<file path="config.mk">
export PLATFORM = sky130hd
export DESIGN_NAME = lz77d_front
export DESIGN_NICKNAME = d
export VERILOG_FILES = /design/src/rtl/lz77d_pkg.sv /design/src/rtl/lz77d_front.sv
export SDC_FILE = /design/constraint.sdc
export NUM_CORES = 1
export LEC_CHECK = 0
export BUFFER_PORTS_ARGS = -buffer_cell sky130_fd_sc_hd__buf_2
export CORE_UTILIZATION = 55
export DETAILED_ROUTE_END_ITERATION = 7
export PLACE_DENSITY = 0.89
export SYNTH_ARGS = -nofsm -noshare
export SYNTH_HDL_FRONTEND = slang
export SYNTH_SLANG_ARGS = --single-unit
</file>
<file path="constraint.sdc">
create_clock -name clk -period 4.5 [get_ports clk]
set_input_delay 0.225 -clock clk [delete_from_list [all_inputs] [get_ports clk]]
set_output_delay 0.225 -clock clk [all_outputs]
set_load 0.02 [all_outputs]
</file>
<file path="src/rtl/lz77d_pkg.sv">
// ----------------------------------------------------------------------------
// lz77d_pkg
// Types and constants shared by the LZ77 type 0x10 decompressor modules.
// ----------------------------------------------------------------------------
package lz77d_pkg;

	// header magic byte and token field constants
	localparam logic [7:0] MAGIC_BYTE = 8'h10;
	localparam int         REM_W      = 24;     // declared output length
	localparam int         RUN_W      = 5;      // copy run length, 1..18
	localparam int         DIST_W     = 13;     // copy distance, 1..4096
	localparam logic [4:0] LEN_BIAS   = 5'd3;
	localparam logic [3:0] GROUP_SIZE = 4'd8;   // items governed by one flag byte

	// parser phase
	typedef enum logic [2:0] {
		PH_MAGIC,
		PH_LEN0,
		PH_LEN1,
		PH_LEN2,
		PH_FLAG,
		PH_ITEM,
		PH_TOKLO,
		PH_IDLE
	} phase_t;

	// command kinds passed from the parser to the copy engine
	typedef enum logic [1:0] {
		CMD_LIT,
		CMD_COPY,
		CMD_ERR
	} cmd_kind_t;

	typedef struct packed {
		logic [7:0] in_byte;
		logic       stream_start;
	} in_item_t;

	typedef struct packed {
		logic [7:0] out_byte;
		logic       run_end;
		logic       stream_end;
		logic       header_error;
	} out_item_t;

	// one decoded command: a literal, a copy run or a header error
	typedef struct packed {
		cmd_kind_t           kind;
		logic [7:0]          data;
		logic [RUN_W-1:0]    count;
		logic [DIST_W-1:0]   offset;
		logic                stream_last;  // command completes the declared length
		logic                fresh;        // first data command of a stream
	} cmd_t;

endpackage

</file>
<file path="src/rtl/lz77d_front.sv">
// ----------------------------------------------------------------------------
// lz77d_front
// Stream parser: header, flag groups and tokens become literal, copy and
// error commands. Tracks the remaining output length to clip the last run.
// ----------------------------------------------------------------------------
module lz77d_front (
	input  logic               clk,
	input  logic               arst_n,
	input  logic               take,
	input  lz77d_pkg::in_item_t item,
	output logic               cmd_push,
	output lz77d_pkg::cmd_t    cmd
);
	import lz77d_pkg::*;

	phase_t             phase_q, phase_d, ph;
	logic [REM_W-1:0]   rem_q, rem_d, rem_new;
	logic [7:0]         flags_q, flags_d;
	logic [3:0]         left_q, left_d, left_n;
	logic [7:0]         th_q, th_d;
	logic               fresh_q, fresh_d;
	logic               adv;
	logic [RUN_W-1:0]   run_len;
	logic [RUN_W-1:0]   run_cnt;
	logic [7:0]         b;

	assign b       = item.in_byte;
	assign ph      = item.stream_start ? PH_MAGIC : phase_q;
	assign run_len = {1'b0, th_q[7:4]} + LEN_BIAS;
	assign run_cnt = (rem_q < REM_W'(run_len)) ? rem_q[RUN_W-1:0] : run_len;

	// hold parser state
	always_ff @(posedge clk or negedge arst_n) begin
		if (!arst_n) begin
			phase_q <= PH_MAGIC;
			rem_q   <= '0;
			flags_q <= '0;
			left_q  <= '0;
			th_q    <= '0;
			fresh_q <= 1'b0;
		end else begin
			phase_q <= phase_d;
			rem_q   <= rem_d;
			flags_q <= flags_d;
			left_q  <= left_d;
			th_q    <= th_d;
			fresh_q <= fresh_d;
		end
	end

	// decode one accepted byte
	always_comb begin
		phase_d  = phase_q;
		rem_d    = rem_q;
		flags_d  = flags_q;
		left_d   = left_q;
		th_d     = th_q;
		fresh_d  = fresh_q;
		adv      = 1'b0;
		rem_new  = rem_q;
		left_n   = left_q;
		cmd_push = 1'b0;
		cmd      = '0;
		cmd.kind  = CMD_LIT;
		cmd.count = RUN_W'(1);
		cmd.fresh = fresh_q;
		if (take) begin
			unique case (ph)
				PH_MAGIC: begin
					if (b != MAGIC_BYTE) begin
						cmd_push = 1'b1;
						cmd.kind = CMD_ERR;
						phase_d  = PH_IDLE;
					end else begin
						rem_d   = '0;
						phase_d = PH_LEN0;
						fresh_d = 1'b1;
					end
				end
				PH_LEN0: begin
					rem_d   = {16'd0, b};
					phase_d = PH_LEN1;
				end
				PH_LEN1: begin
					rem_d   = {8'd0, b, rem_q[7:0]};
					phase_d = PH_LEN2;
				end
				PH_LEN2: begin
					rem_d   = {b, rem_q[15:0]};
					phase_d = ({b, rem_q[15:0]} == '0) ? PH_IDLE : PH_FLAG;
				end
				PH_FLAG: begin
					flags_d = b;
					left_d  = GROUP_SIZE;
					phase_d = PH_ITEM;
				end
				PH_ITEM: begin
					if (flags_q[7]) begin
						th_d    = b;
						phase_d = PH_TOKLO;
					end else begin
						rem_new         = rem_q - 1'b1;
						cmd_push        = 1'b1;
						cmd.kind        = CMD_LIT;
						cmd.data        = b;
						cmd.stream_last = (rem_new == '0);
						fresh_d         = 1'b0;
						adv             = 1'b1;
					end
				end
				PH_TOKLO: begin
					rem_new         = rem_q - REM_W'(run_cnt);
					cmd_push        = 1'b1;
					cmd.kind        = CMD_COPY;
					cmd.count       = run_cnt;
					cmd.offset      = DIST_W'({th_q[3:0], b}) + 1'b1;
					cmd.stream_last = (rem_new == '0);
					fresh_d         = 1'b0;
					adv             = 1'b1;
				end
				PH_IDLE: begin
				end
				default: begin
				end
			endcase
		end

		// step to the next item of the flag group
		if (adv) begin
			left_n  = (left_q != '0) ? left_q - 1'b1 : left_q;
			flags_d = {flags_q[6:0], 1'b0};
			left_d  = left_n;
			rem_d   = rem_new;
			if (rem_new == '0) begin
				phase_d = PH_IDLE;
			end else begin
				phase_d = (left_n == '0) ? PH_FLAG : PH_ITEM;
			end
		end
	end

endmodule

</file>
==> metrics.txt <==
Util after Layout=0.674; Buffers on Ports=42; drt first-iter violations=roughly 590; Max Root-Sink Buffers=2; 1st-pass router iterations=6; Reg clk slew, reported paths=~0.10 ns; DR WL/cell=22.4 µm; gpl congestion=1.01; most used cell, CP=buf_4; Clock power frac=0.111; Cells after Synth=606; largest net degree at the start of global routing=49; Root Driver=clkbuf_8; Worst Clk Skew=approximately 0.014 ns; area leader, netlist=dfrtp_1; Final WS setup=-0.00311 ns; Worst setup SP type=flop; final hold vios=0; Final Critical Period=around 4.5 ns; Ys Warns=0; fillers=between 600 and 700; max_slew headroom=0.165; Reg2Reg Depth=20; combinational fraction of design power=0.658; post-synth top area share=0.259; ANT nets after route=0; Via-to-Cell Ratio=6.97; grt ovf=0; Boundary Pins=43; measured slew at the worst slew-check pin=1.24 ns; CP max stage delay=0.40 ns; Critical Path End Type=primary output; Hold Path Class=input pin to asynchronous set/reset pin; CTS sink count=48; Data required, critical path=around 4.3 ns; first-pass GRT wire length=26,000 µm; pre-CTS setup slack=-0.147 ns; Synth area leaders=dfrtp_1 (26%), nor2_1 (6.1%), nand2_1 (4.5%); outcome=finished with violations; Power Density=around 630 mW/mm²; internal power=1.76 mW; Nets=slightly below 700; failing checks=negative setup slack; Reg power frac=0.231; initial antenna violation count=0; WP depth=20; num rows=33; crit-path cells=buf_4 -> o21ai_1 -> xor2_1 -> ha_1 -> nor2b_1 -> o21ai_1 -> nand4b_1 -> buf_4 -> mux2_2 -> ha_4 -> buf_4 -> o2111ai_2 -> and2_4 -> buf_4 -> xnor2_2 -> o2111ai_2 -> nor3_2 -> nand3_1 -> a21boi_2 -> buf_6; final setup violation count=1; fraction of layout cells with a size suffix above 1=0.250; main flop type after synthesis=dfrtp_1; drt total wl=17,200 µm; DPL Wire Length=12,200 µm; worst setup path category=flop to primary output; Top Family by Delay on Critical Path=buffers and inverters; worst path buffer plus inverter count=5; NetSw=1.73 mW; Slew Limit Fails=0; post-synthesis async set-or-reset flop share=1.00; syn nets=634; Non-Filler Instances=768; Worst EP arrival=between 4 and 5 ns; Mapped Avg Cell Area=7.66 µm²; GR Util All Layers=0.392; period utilisation layout=1.00; post-synth cell types=74; Slowest cell on crit path=dfrtp_1; Seq/Total Area, Yosys=0.259; CTS Hold Buffers Added=0; Cells after DPL=749; Max Clock Freq=222 MHz; top-count cell post-synth=nor2_1; depth of the CTS H-tree=2; core area=about 0.0082 mm²; die footprint=approximately 0.009 mm²; RSZ-0062 raised after global routing=yes; top cells by count, synth=nor2_1 (76), nand2_1 (56), dfrtp_1 (48); CTS tree=done; Final TNS setup=-0.00311 ns; number of global-route vias before repair=roughly 4.8k; Post-Syn Area=around 0.0046 mm²; die height=93.9 µm; Die W=93.9 µm; initial core utilization=0.568; Power Total=3.50 mW; Post-synth EDFFs=0; via count=5,351; Max-Cap Viols=0; FF+latch count, synth=48; Net Sw Frac=0.496; total CTS buffers=5; antenna cells=0; Remaining DRCs=0; Area Growth Syn to Fin=18.7%; peak fanout along the critical path=4; worst vdd ir=between 400 and 500 µV; clk_lat worst skew=~0.32 ns; Pleak=2.34 nW
==> cells in the final DEF, fill, tap and decap left out, drive strengths merged, types with 16 or more instances in the layout <==
| cell type | instances |
|---|---|
| a21oi | 34 |
| a31oi | 20 |
| buf | 95 |
| dfrtp | 48 |
| inv | 22 |
| nand2 | 56 |
| nand3 | 25 |
| nor2 | 76 |
| nor3 | 19 |
| nor4 | 16 |
| o21ai | 41 |
==> cell families (layout without fill, tap and decap cells) <==
family,count (synthesis),after routing,synth area share
DFF,48,48,0.259
muxes,20,20,0.0464
adders and majority gates,16,16,0.0448
AOI/OAI and AO/OA,168,168,0.241
and+or+nand+nor,258,258,0.289
xor gates and xnor gates,29,29,0.0547
buffers and inverters,67,124,0.0650
==> per-layer routing <==
metal | global-route usage | up-vias | share of wire
li1 | - | 2357 | -
met1 | 0.510 | 2477 | 0.37
met2 | 0.630 | 407 | 0.45
met3 | 0.0777 | 110 | 0.12
met4 | 0.168 | 0 | 0.058
met5 | 0 | - | 0
==> sequential cells by signal, summed over array words and instances, names as in the netlist <==
signal	cells
rem_q	24
fresh_q	1
th_q	8
left_q	4
flags_q	8
phase_q	3
==> cell type report <==
class                   instances  area, µm²  area share
clock buffers                   5       68.8      0.0125
clock inverters                 3       68.8      0.0125
inverters                      21       78.8      0.0143
multi-input cells             491       3330       0.605
flip-flops and latches         48       1200       0.218
well taps                     105        131      0.0238
repair buffers                 95        629       0.114
==> worst paths after layout <==
kind / slack (ns) / to / from
hold reg to reg: 0.50 / flags_q[1]$_DFFE_PN0P_ / flags_q[1]$_DFFE_PN0P_
setup / recovery: -0.003 / cmd[1] / th_q[4]$_DFFE_PN0P_
setup reg to reg: 0.02 / phase_q[1]$_DFFE_PN0P_ / th_q[4]$_DFFE_PN0P_
max in group asynchronous: 4.06 / rem_q[14]$_DFFE_PN0P_ / arst_n
hold / removal: 0.01 / th_q[5]$_DFFE_PN0P_ / arst_n
min in group clk: 0.28 / rem_q[4]$_DFFE_PN0P_ / item[5]
==> power groups by stage <==
| stage | clock (mW) | combinational, mW | sequential [mW] |
|---|---|---|---|
| 6_report | 0.387 | 2.30 | 0.809 |
| 5_1_grt | 0.404 | 2.43 | 0.828 |
| 4_1_cts | 0.387 | 1.96 | 0.796 |
| 3_5_place_dp | 0 | 1.89 | 0.801 |
| 3_3_place_gp | 0 | 1.87 | 0.791 |
| 2_1_floorplan | 0 | 1.37 | 0.730 |
==> through the flow <==
stage	cell area (µm²)	hold WS, ns
floorplan	4640	-0.0706
global placement	5080	0.364
detailed placement	5080	0.374
CTS	5280	0.0425
global route	5510	0.0733
finish	5510	0.0148
==> worst reg2reg max path, delay by kind of cell, from the launching register on <==
| family | cells | cell delay [ns] |
|---|---|---|
| flops | 1 | 0.40 |
| simple gates | 4 | 0.69 |
| fa+ha+maj | 3 | 0.92 |
| xor+xnor | 1 | 0.26 |
| mux | 1 | 0.24 |
| buf+inv | 3 | 0.32 |
| compound gates | 8 | 1.60 |
==> repair_timing <==
item / in CTS / in global routing
endpoints found under the setup margin: 3 / 7
pin swaps: 7 / 20
resized for setup: 14 / 38
setup buffers: 1 / 10
(Power assumes the default switching activity.)
