--- src/rtl/lz77d_fifo.sv ---
// ----------------------------------------------------------------------------
// lz77d_fifo
// Small register FIFO with occupancy count; used for commands and results.
// ----------------------------------------------------------------------------
module lz77d_fifo #(
	parameter int WIDTH = 8,
	parameter int DEPTH = 4
) (
	input  logic                       clk,
	input  logic                       arst_n,
	input  logic                       push,
	input  logic [WIDTH-1:0]           din,
	output logic                       full,
	input  logic                       pop,
	output logic [WIDTH-1:0]           dout,
	output logic                       empty,
	output logic [$clog2(DEPTH):0]     count
);
	localparam int AW = $clog2(DEPTH);
	localparam int CW = AW + 1;

	logic [WIDTH-1:0] mem_q [DEPTH];
	logic [AW-1:0]    wr_q;
	logic [AW-1:0]    rd_q;
	logic [CW-1:0]    cnt_q;
	logic             push_ok;
	logic             pop_ok;

	assign full    = (cnt_q == CW'(DEPTH));
	assign empty   = (cnt_q == '0);
	assign count   = cnt_q;
	assign dout    = mem_q[rd_q];
	assign push_ok = push && !full;
	assign pop_ok  = pop && !empty;

	// advance pointers and count
	always_ff @(posedge clk or negedge arst_n) begin
		if (!arst_n) begin
			wr_q  <= '0;
			rd_q  <= '0;
			cnt_q <= '0;
		end else begin
			if (push_ok) begin
				wr_q <= (wr_q == AW'(DEPTH - 1)) ? '0 : wr_q + 1'b1;
			end
			if (pop_ok) begin
				rd_q <= (rd_q == AW'(DEPTH - 1)) ? '0 : rd_q + 1'b1;
			end
			if (push_ok && !pop_ok) begin
				cnt_q <= cnt_q + 1'b1;
			end else if (pop_ok && !push_ok) begin
				cnt_q <= cnt_q - 1'b1;
			end
		end
	end

	// store entries
	always_ff @(posedge clk) begin
		if (push_ok) begin
			mem_q[wr_q] <= din;
		end
	end

endmodule

--- config.mk ---
export PLATFORM = sky130hd
export DESIGN_NAME = lz77d_fifo
export DESIGN_NICKNAME = d
export VERILOG_FILES = /design/src/rtl/lz77d_fifo.sv
export SDC_FILE = /design/constraint.sdc
export NUM_CORES = 1
export LEC_CHECK = 0
export BUFFER_PORTS_ARGS = -buffer_cell sky130_fd_sc_hd__buf_2
export CAP_MARGIN = 5
export CORE_ASPECT_RATIO = 0.5
export CORE_MARGIN = 2
export CORE_UTILIZATION = 40
export DETAILED_ROUTE_END_ITERATION = 12
export GPL_ROUTABILITY_DRIVEN = 0
export PLACE_DENSITY = 0.65
export SYNTH_ARGS = -nofsm -noshare
export SYNTH_HDL_FRONTEND = slang
export SYNTH_SLANG_ARGS = --single-unit
--- constraint.sdc ---
create_clock -name clk -period 2 [get_ports clk]
set_input_delay 0.4 -clock clk [delete_from_list [all_inputs] [get_ports clk]]
set_output_delay 0.4 -clock clk [all_outputs]
set_load 0.03 [all_outputs]
==> run_results.csv, run 1 <==
group,metric,value,unit
drt,vias_per_cell,4.75,
clock_tree,path_clk_slew,0.07,ns
placed_design,io_buffer_count,24,
global_routing,use_met1,0.152,
setup_path,critPathKind,"reg2out",
sta,setup_viol,0,
global_routing,grt_pass1_vias,816,
clock_tree,numCtsBuffers,5,
finish,final_common_cell,"edfxtp_1",
setup_path,cp_slowest_cell,"mux4_2",
sta,finalCriticalPeriod,1.90,ns
yosys,yosysWarnings,0,
yosys,synth_cells,79,
setup_path,path_cells,"buf_4, mux4_2, buf_2",
yosys,yosys.area_share.xor_xnor,0.0162,
yosys,synth-simple-area-share,0.0549,
drt,post-route-drc-count,0,
min_path,min_from,"din[3]",
clock_tree,cts-htree-levels,2,
power,p_int,2.16,mW
yosys,synth-adder-area-share,0.0588,
power,p_sw,1.12,mW
power,p_sw_frac,0.342,
global_routing,gr-usage-met3,0.0325,
finish,finish.instance_area,1980,sq um
global_routing,grt_pass1_wl,3920,um
sta,hold_slack,0.320,ns
global_routing,grt_use_total,0.119,
finish,fillers,330,
setup_path,r2r_start,"count[0]$_DFFE_PN0P_",
floorplan,coreArea,3880,sq um
power,seqPwrFrac,0.386,
sta,grt_setup_unrepaired,"no",
power,cellPowerDensity,1660,nW/um^2
yosys,syn_area_per_cell,20.5,sq um
sta,fin_worst_skew,0.00334,ns
drt,wl_per_cell,14.2,um
global_routing,overflow,0,
clock_tree,clockBufferDepth,2,
sta,hold_viol,0,
yosys,synth_compound_area_frac,0,
clock_tree,cts_tree,"built",
clock_tree,root_buffer,"clkbuf_8",
yosys,yosys.cell_types.count,19,
finish,layout.nets,130,
min_path,hold_path.class,"in2reg",
yosys,synth_fp_nets,98,
drt,dr.first_iter.drc_count,34,
setup_path,path_max_fanout,5,
setup_path,cp-end-kind,"output port",
setup_path,worst-r2r-setup-slack,0.12,ns
clock_tree,clock-sinks,39,
yosys,async_flop_share,0.179,
job,maxCapViolCount,0,
sta,slew_viol_final,0,
yosys,ys_ff_latch,39,
power,pwr-share-clk,0.234,
sta,tightest_slew,0.800,ns
floorplan,die_area,4600,sq um
global_routing,grtUsageMet2,0.180,
setup_path,arrival,1.50,ns
power,p_leak,0.756,nW
floorplan,chipHeight,49.0,um
outcome,status,"finished clean",
floorplan,rows,16,
finish,mostFrequentLayoutCells,"edfxtp_1 (32), buf_2 (24), mux4_2 (8)",
setup_path,cp.required,1.60,ns
yosys,synthFlopType,"edfxtp_1",
global_routing,busiest_layer,"met2",
global_routing,grt_max_degree,13,
clock_tree,cts_setup_buffers,0,
sta,fmax,525,MHz
power,p_comb_frac,0.380,
clock_tree,insertion_delay,0.29,ns
yosys,synthMuxAreaShare,0.155,
setup_path,slowest_delay,0.50,ns
yosys,seq_area_frac_synth,0.702,
drt,vias,789,
finish,synthToLayoutAreaGrowth,22.7,%
floorplan,io_pins,25,
placed_design,place_hpwl,1650,um
drt,drt_wl_total,2360,um
setup_path,start_kind,"flip-flop",
yosys,synth_area,1620,sq um
clock_tree,cts_resized,0,
finish,num_antenna_cells,0,
floorplan,start_util,0.417,
global_routing,antenna_found_initial,0,
sta,slew_headroom,0.465,
drt,postRouteAntennaNets,0,
drt,dr.pass1.iters,4,
yosys,synth-edff-count,32,
placed_design,place_area,1840,sq um
finish,layout-drive-gt1-share,0.500,
power,ir_drop,0.000821,V
yosys,synth_top_family_by_area,"multiplexers",
setup_path,startpoint,"rd_q[0]$_DFFE_PN0P_",
sta,fin_crit_sh,0.952,
floorplan,die_w,93.9,um
## power by group through the flow
stage | Clock (mW) | Sequential [mW] | Combinational, mW
after floorplan | 0 | 1.30 | 0.937
after global placement | 0 | 1.29 | 1.26
after detailed placement | 0 | 1.29 | 1.27
after CTS | 0.781 | 1.28 | 1.27
after global routing | 0.817 | 1.30 | 1.36
final | 0.769 | 1.27 | 1.25
## repair_timing
item                                   4_1_cts  5_1_grt
setup endpoints to repair                    0        0
hold buffers                                 1        0
endpoints found under the hold margin        7        0
## final timing paths
kind,endpoint,cells past startpoint
max,dout[6],3
min,mem_q[0][3]$_DFFE_PP_,1
max reg2reg,count[1]$_DFFE_PN0P_,6
min reg2reg,count[2]$_DFFE_PN0P_,1
max in group asynchronous,count[2]$_DFFE_PN0P_,2
min in group asynchronous,wr_q[0]$_DFFE_PN0P_,2
## cell usage after synthesis, drive strengths merged, types with 2 or more instances
master	instances	area share
inv	3	0.0070
dfrtp	7	0.11
xor2	2	0.011
mux4	8	0.11
ha	6	0.046
and2	3	0.012
nor2	4	0.0093
mux2	5	0.044
edfxtp	32	0.59
## cell type report
class | count | area, sq um | area share
sequential | 39 | 1140 | 0.574
multi-input combinational | 35 | 488 | 0.246
timing repair buffer | 27 | 145 | 0.0731
clock buffer | 6 | 72.6 | 0.0366
tap | 54 | 67.6 | 0.0340
clock inverter | 2 | 60.1 | 0.0303
inverter | 3 | 11.3 | 0.00567
## logic make-up (layout without fill, tap and decap cells)
family | after synthesis | after routing
AND/OR/NAND/NOR | 12 | 12
adder cells (fa/ha/maj) | 7 | 7
flip-flops | 39 | 39
buffers and inverters | 5 | 38
multiplexers | 13 | 13
XOR/XNOR | 3 | 3
## flip-flops by register name, indices dropped and copies added, names as in the netlist
register  flops
mem_q        32
wr_q          2
count         3
rd_q          2
## routing by layer
metal / part of all wire / routed length (um)
met5: 0 / 0
met4: 0.030 / 71
met3: 0.058 / 136
met2: 0.45 / 1070
met1: 0.46 / 1080
## critical path: cells and delay by family (launching register included)
kind | cells | cell delay, ns
buf+inv | 2 | 0.36
mux | 1 | 0.50
flops | 1 | 0.35
## through the flow
| step | utilization | setup slack (ns) | setup TNS (ns) | power (mW) | cells |
|---|---|---|---|---|---|
| 6_report | 0.511 | 0.0961 | 0 | 3.29 | 166 |
| 2_1_floorplan | - | -0.116 | -0.207 | 2.23 | 79 |
| 4_1_cts | 0.511 | 0.0777 | 0 | 3.33 | 166 |
| 3_3_place_gp | 0.474 | 0.134 | 0 | 2.55 | 157 |
| 3_5_place_dp | 0.474 | 0.110 | 0 | 2.56 | 157 |
| 5_1_grt | 0.511 | 0.00190 | 0 | 3.47 | 166 |
Note: power is estimated with default switching activity, not from simulation.
==> inputs of run 2 (changes only) <==
- MAX_ROUTING_LAYER: not set -> met4
==> run 2 against run 1 <==
Sequential power is essentially flat. Combinational power is essentially flat. Count of clock-buffer cells in the layout is the same. Non-clock buffer count is the same. Cell count is the same. Die area is the same. Clock skew grew 0.0011 ns. Core utilization is the same.
==> run_results.csv, run 2 (same netlist as run 1, synthesis figures left out) <==
group,metric,value,unit
drt,postRouteAntennaNets,0,
setup_path,critPathKind,"reg2out",
setup_path,cp_slowest_cell,"mux4_2",
power,p_sw,1.12,mW
power,p_comb_frac,0.380,
global_routing,grt_pass1_wl,3910,um
setup_path,cp_top_family,"multiplexers",
drt,wl_per_cell,14.2,um
finish,finish.instance_area,1980,sq um
power,p_leak,0.756,nW
setup_path,path_max_fanout,5,
finish,layout-drive-gt1-share,0.500,
global_routing,grt_max_degree,13,
floorplan,rows,16,
global_routing,grt_pass1_vias,821,
drt,drt_wl_total,2360,um
sta,fmax,525,MHz
sta,tightest_slew,0.806,ns
finish,largest_reg_flops,32,
sta,hold_viol,0,
sta,grt_setup_unrepaired,"no",
sta,finalCriticalPeriod,1.90,ns
clock_tree,cts_tree,"built",
clock_tree,cts-htree-levels,2,
power,ir_drop,0.000821,V
finish,top_register,"mem_q",
clock_tree,cts_resized,0,
drt,vias,789,
sta,setup_viol,0,
min_path,min_to,"mem_q[0][3]$_DFFE_PP_",
min_path,min_from,"din[3]",
floorplan,die_w,93.9,um
power,total_power,3.29,mW
min_path,hold_path.class,"in2reg",
clock_tree,insertion_delay,0.29,ns
setup_path,critPathBufInv,2,
power,cellPowerDensity,1660,nW/um^2
setup_path,start_kind,"flip-flop",
finish,multi_input_area,488,sq um
finish,layoutNonFillerInstCount,166,
power,pwr-share-clk,0.234,
finish,synthToLayoutAreaGrowth,22.7,%
floorplan,coreArea,3880,sq um
clock_tree,root_buffer,"clkbuf_8",
global_routing,overflow,0,
job,maxCapViolCount,0,
clock_tree,clock-sinks,39,
finish,mostFrequentLayoutCells,"edfxtp_1 (32), buf_2 (24), mux4_2 (8)",
setup_path,arrival,1.50,ns
placed_design,place_area,1840,sq um
placed_design,io_buffer_count,24,
setup_path,worstReg2RegEnd,"count[1]$_DFFE_PN0P_",
global_routing,antenna_found_initial,0,
power,p_int,2.16,mW
drt,post-route-drc-count,0,
clock_tree,clockBufferDepth,2,
finish,layout.nets,130,
sta,slew_viol_final,0,
power,p_sw_frac,0.342,
floorplan,chipHeight,49.0,um
global_routing,grt_use_total,0.122,
floorplan,start_util,0.417,
min_path,hold_depth,1,
sta,slew_headroom,0.461,
setup_path,slowest_delay,0.50,ns
setup_path,r2r_start,"count[0]$_DFFE_PN0P_",
placed_design,dp.cells,157,
setup_path,cp.depth,3,
clock_tree,numCtsBuffers,5,
clock_tree,path_clk_slew,0.07,ns
clock_tree,cts_setup_buffers,0,
setup_path,cp-end-kind,"output port",
placed_design,place_hpwl,1650,um
sta,fin_crit_sh,0.952,
power,seqPwrFrac,0.386,
finish,num_antenna_cells,0,
drt,vias_per_cell,4.75,
floorplan,die_area,4600,sq um
drt,dr.first_iter.drc_count,32,
setup_path,worst-r2r-setup-slack,0.11,ns
floorplan,io_pins,25,
finish,fillers,330,
finish,final_util,0.511,
setup_path,cp.required,1.60,ns
finish,seqCellArea,1140,sq um
drt,dr.pass1.iters,4,
finish,final_common_cell,"edfxtp_1",
setup_path,ff2ff_path_depth,6,
setup_path,path_cells,"buf_4, mux4_2, buf_2",
sta,fin_worst_skew,0.00442,ns
outcome,status,"finished clean",
[run 2: cell type report]
type	count	area share
Tap cell	54	0.0340
Sequential cell	39	0.574
Multi-Input combinational cell	35	0.246
Clock buffer	6	0.0366
Inverter	3	0.00567
Clock inverter	2	0.0303
Timing Repair Buffer	27	0.0731
[run 2: how the worst max path moves through the flow]
stage | slack, ns | start | end
floorplan | -0.12 | count[0]$_DFFE_PN0P_ | count[1]$_DFFE_PN0P_
global placement | 0.13 | count[0]$_DFFE_PN0P_ | count[1]$_DFFE_PN0P_
detailed placement | 0.11 | count[0]$_DFFE_PN0P_ | count[1]$_DFFE_PN0P_
CTS | 0.08 | rd_q[0]$_DFFE_PN0P_ | dout[6]
global route | 0.002 | count[2]$_DFFE_PN0P_ | count[2]$_DFFE_PN0P_
finish | 0.1 | rd_q[0]$_DFFE_PN0P_ | dout[6]
[run 2: what timing repair did]
item,CTS,global route
hold buffers,1,0
setup endpoints to repair,0,0
hold endpoints to repair,7,0
[run 2: per-stage QoR]
step / hold WS, ns / setup TNS [ns] / setup slack, ns
after floorplan: 0.104 / -0.207 / -0.116
after global placement: 0.246 / 0 / 0.134
after detailed placement: 0.244 / 0 / 0.110
after CTS: 0.317 / 0 / 0.0777
after global routing: 0.316 / 0 / 0.00191
final: 0.320 / 0 / 0.0970
[run 2: power groups by stage]
stage / combinational (mW) / sequential [mW] / clock [mW]
finish: 1.25 / 1.27 / 0.770
global route: 1.36 / 1.30 / 0.817
CTS: 1.27 / 1.28 / 0.781
detailed placement: 1.27 / 1.29 / 0
global placement: 1.26 / 1.29 / 0
floorplan: 0.937 / 1.30 / 0
[run 2: layer usage]
metal,GRT usage,share of wire,up-vias
li1,-,-,366
met1,0.151,0.46,395
met2,0.180,0.46,23
met3,0.0325,0.057,5
met4,0.0797,0.020,0
met5,-,0,-
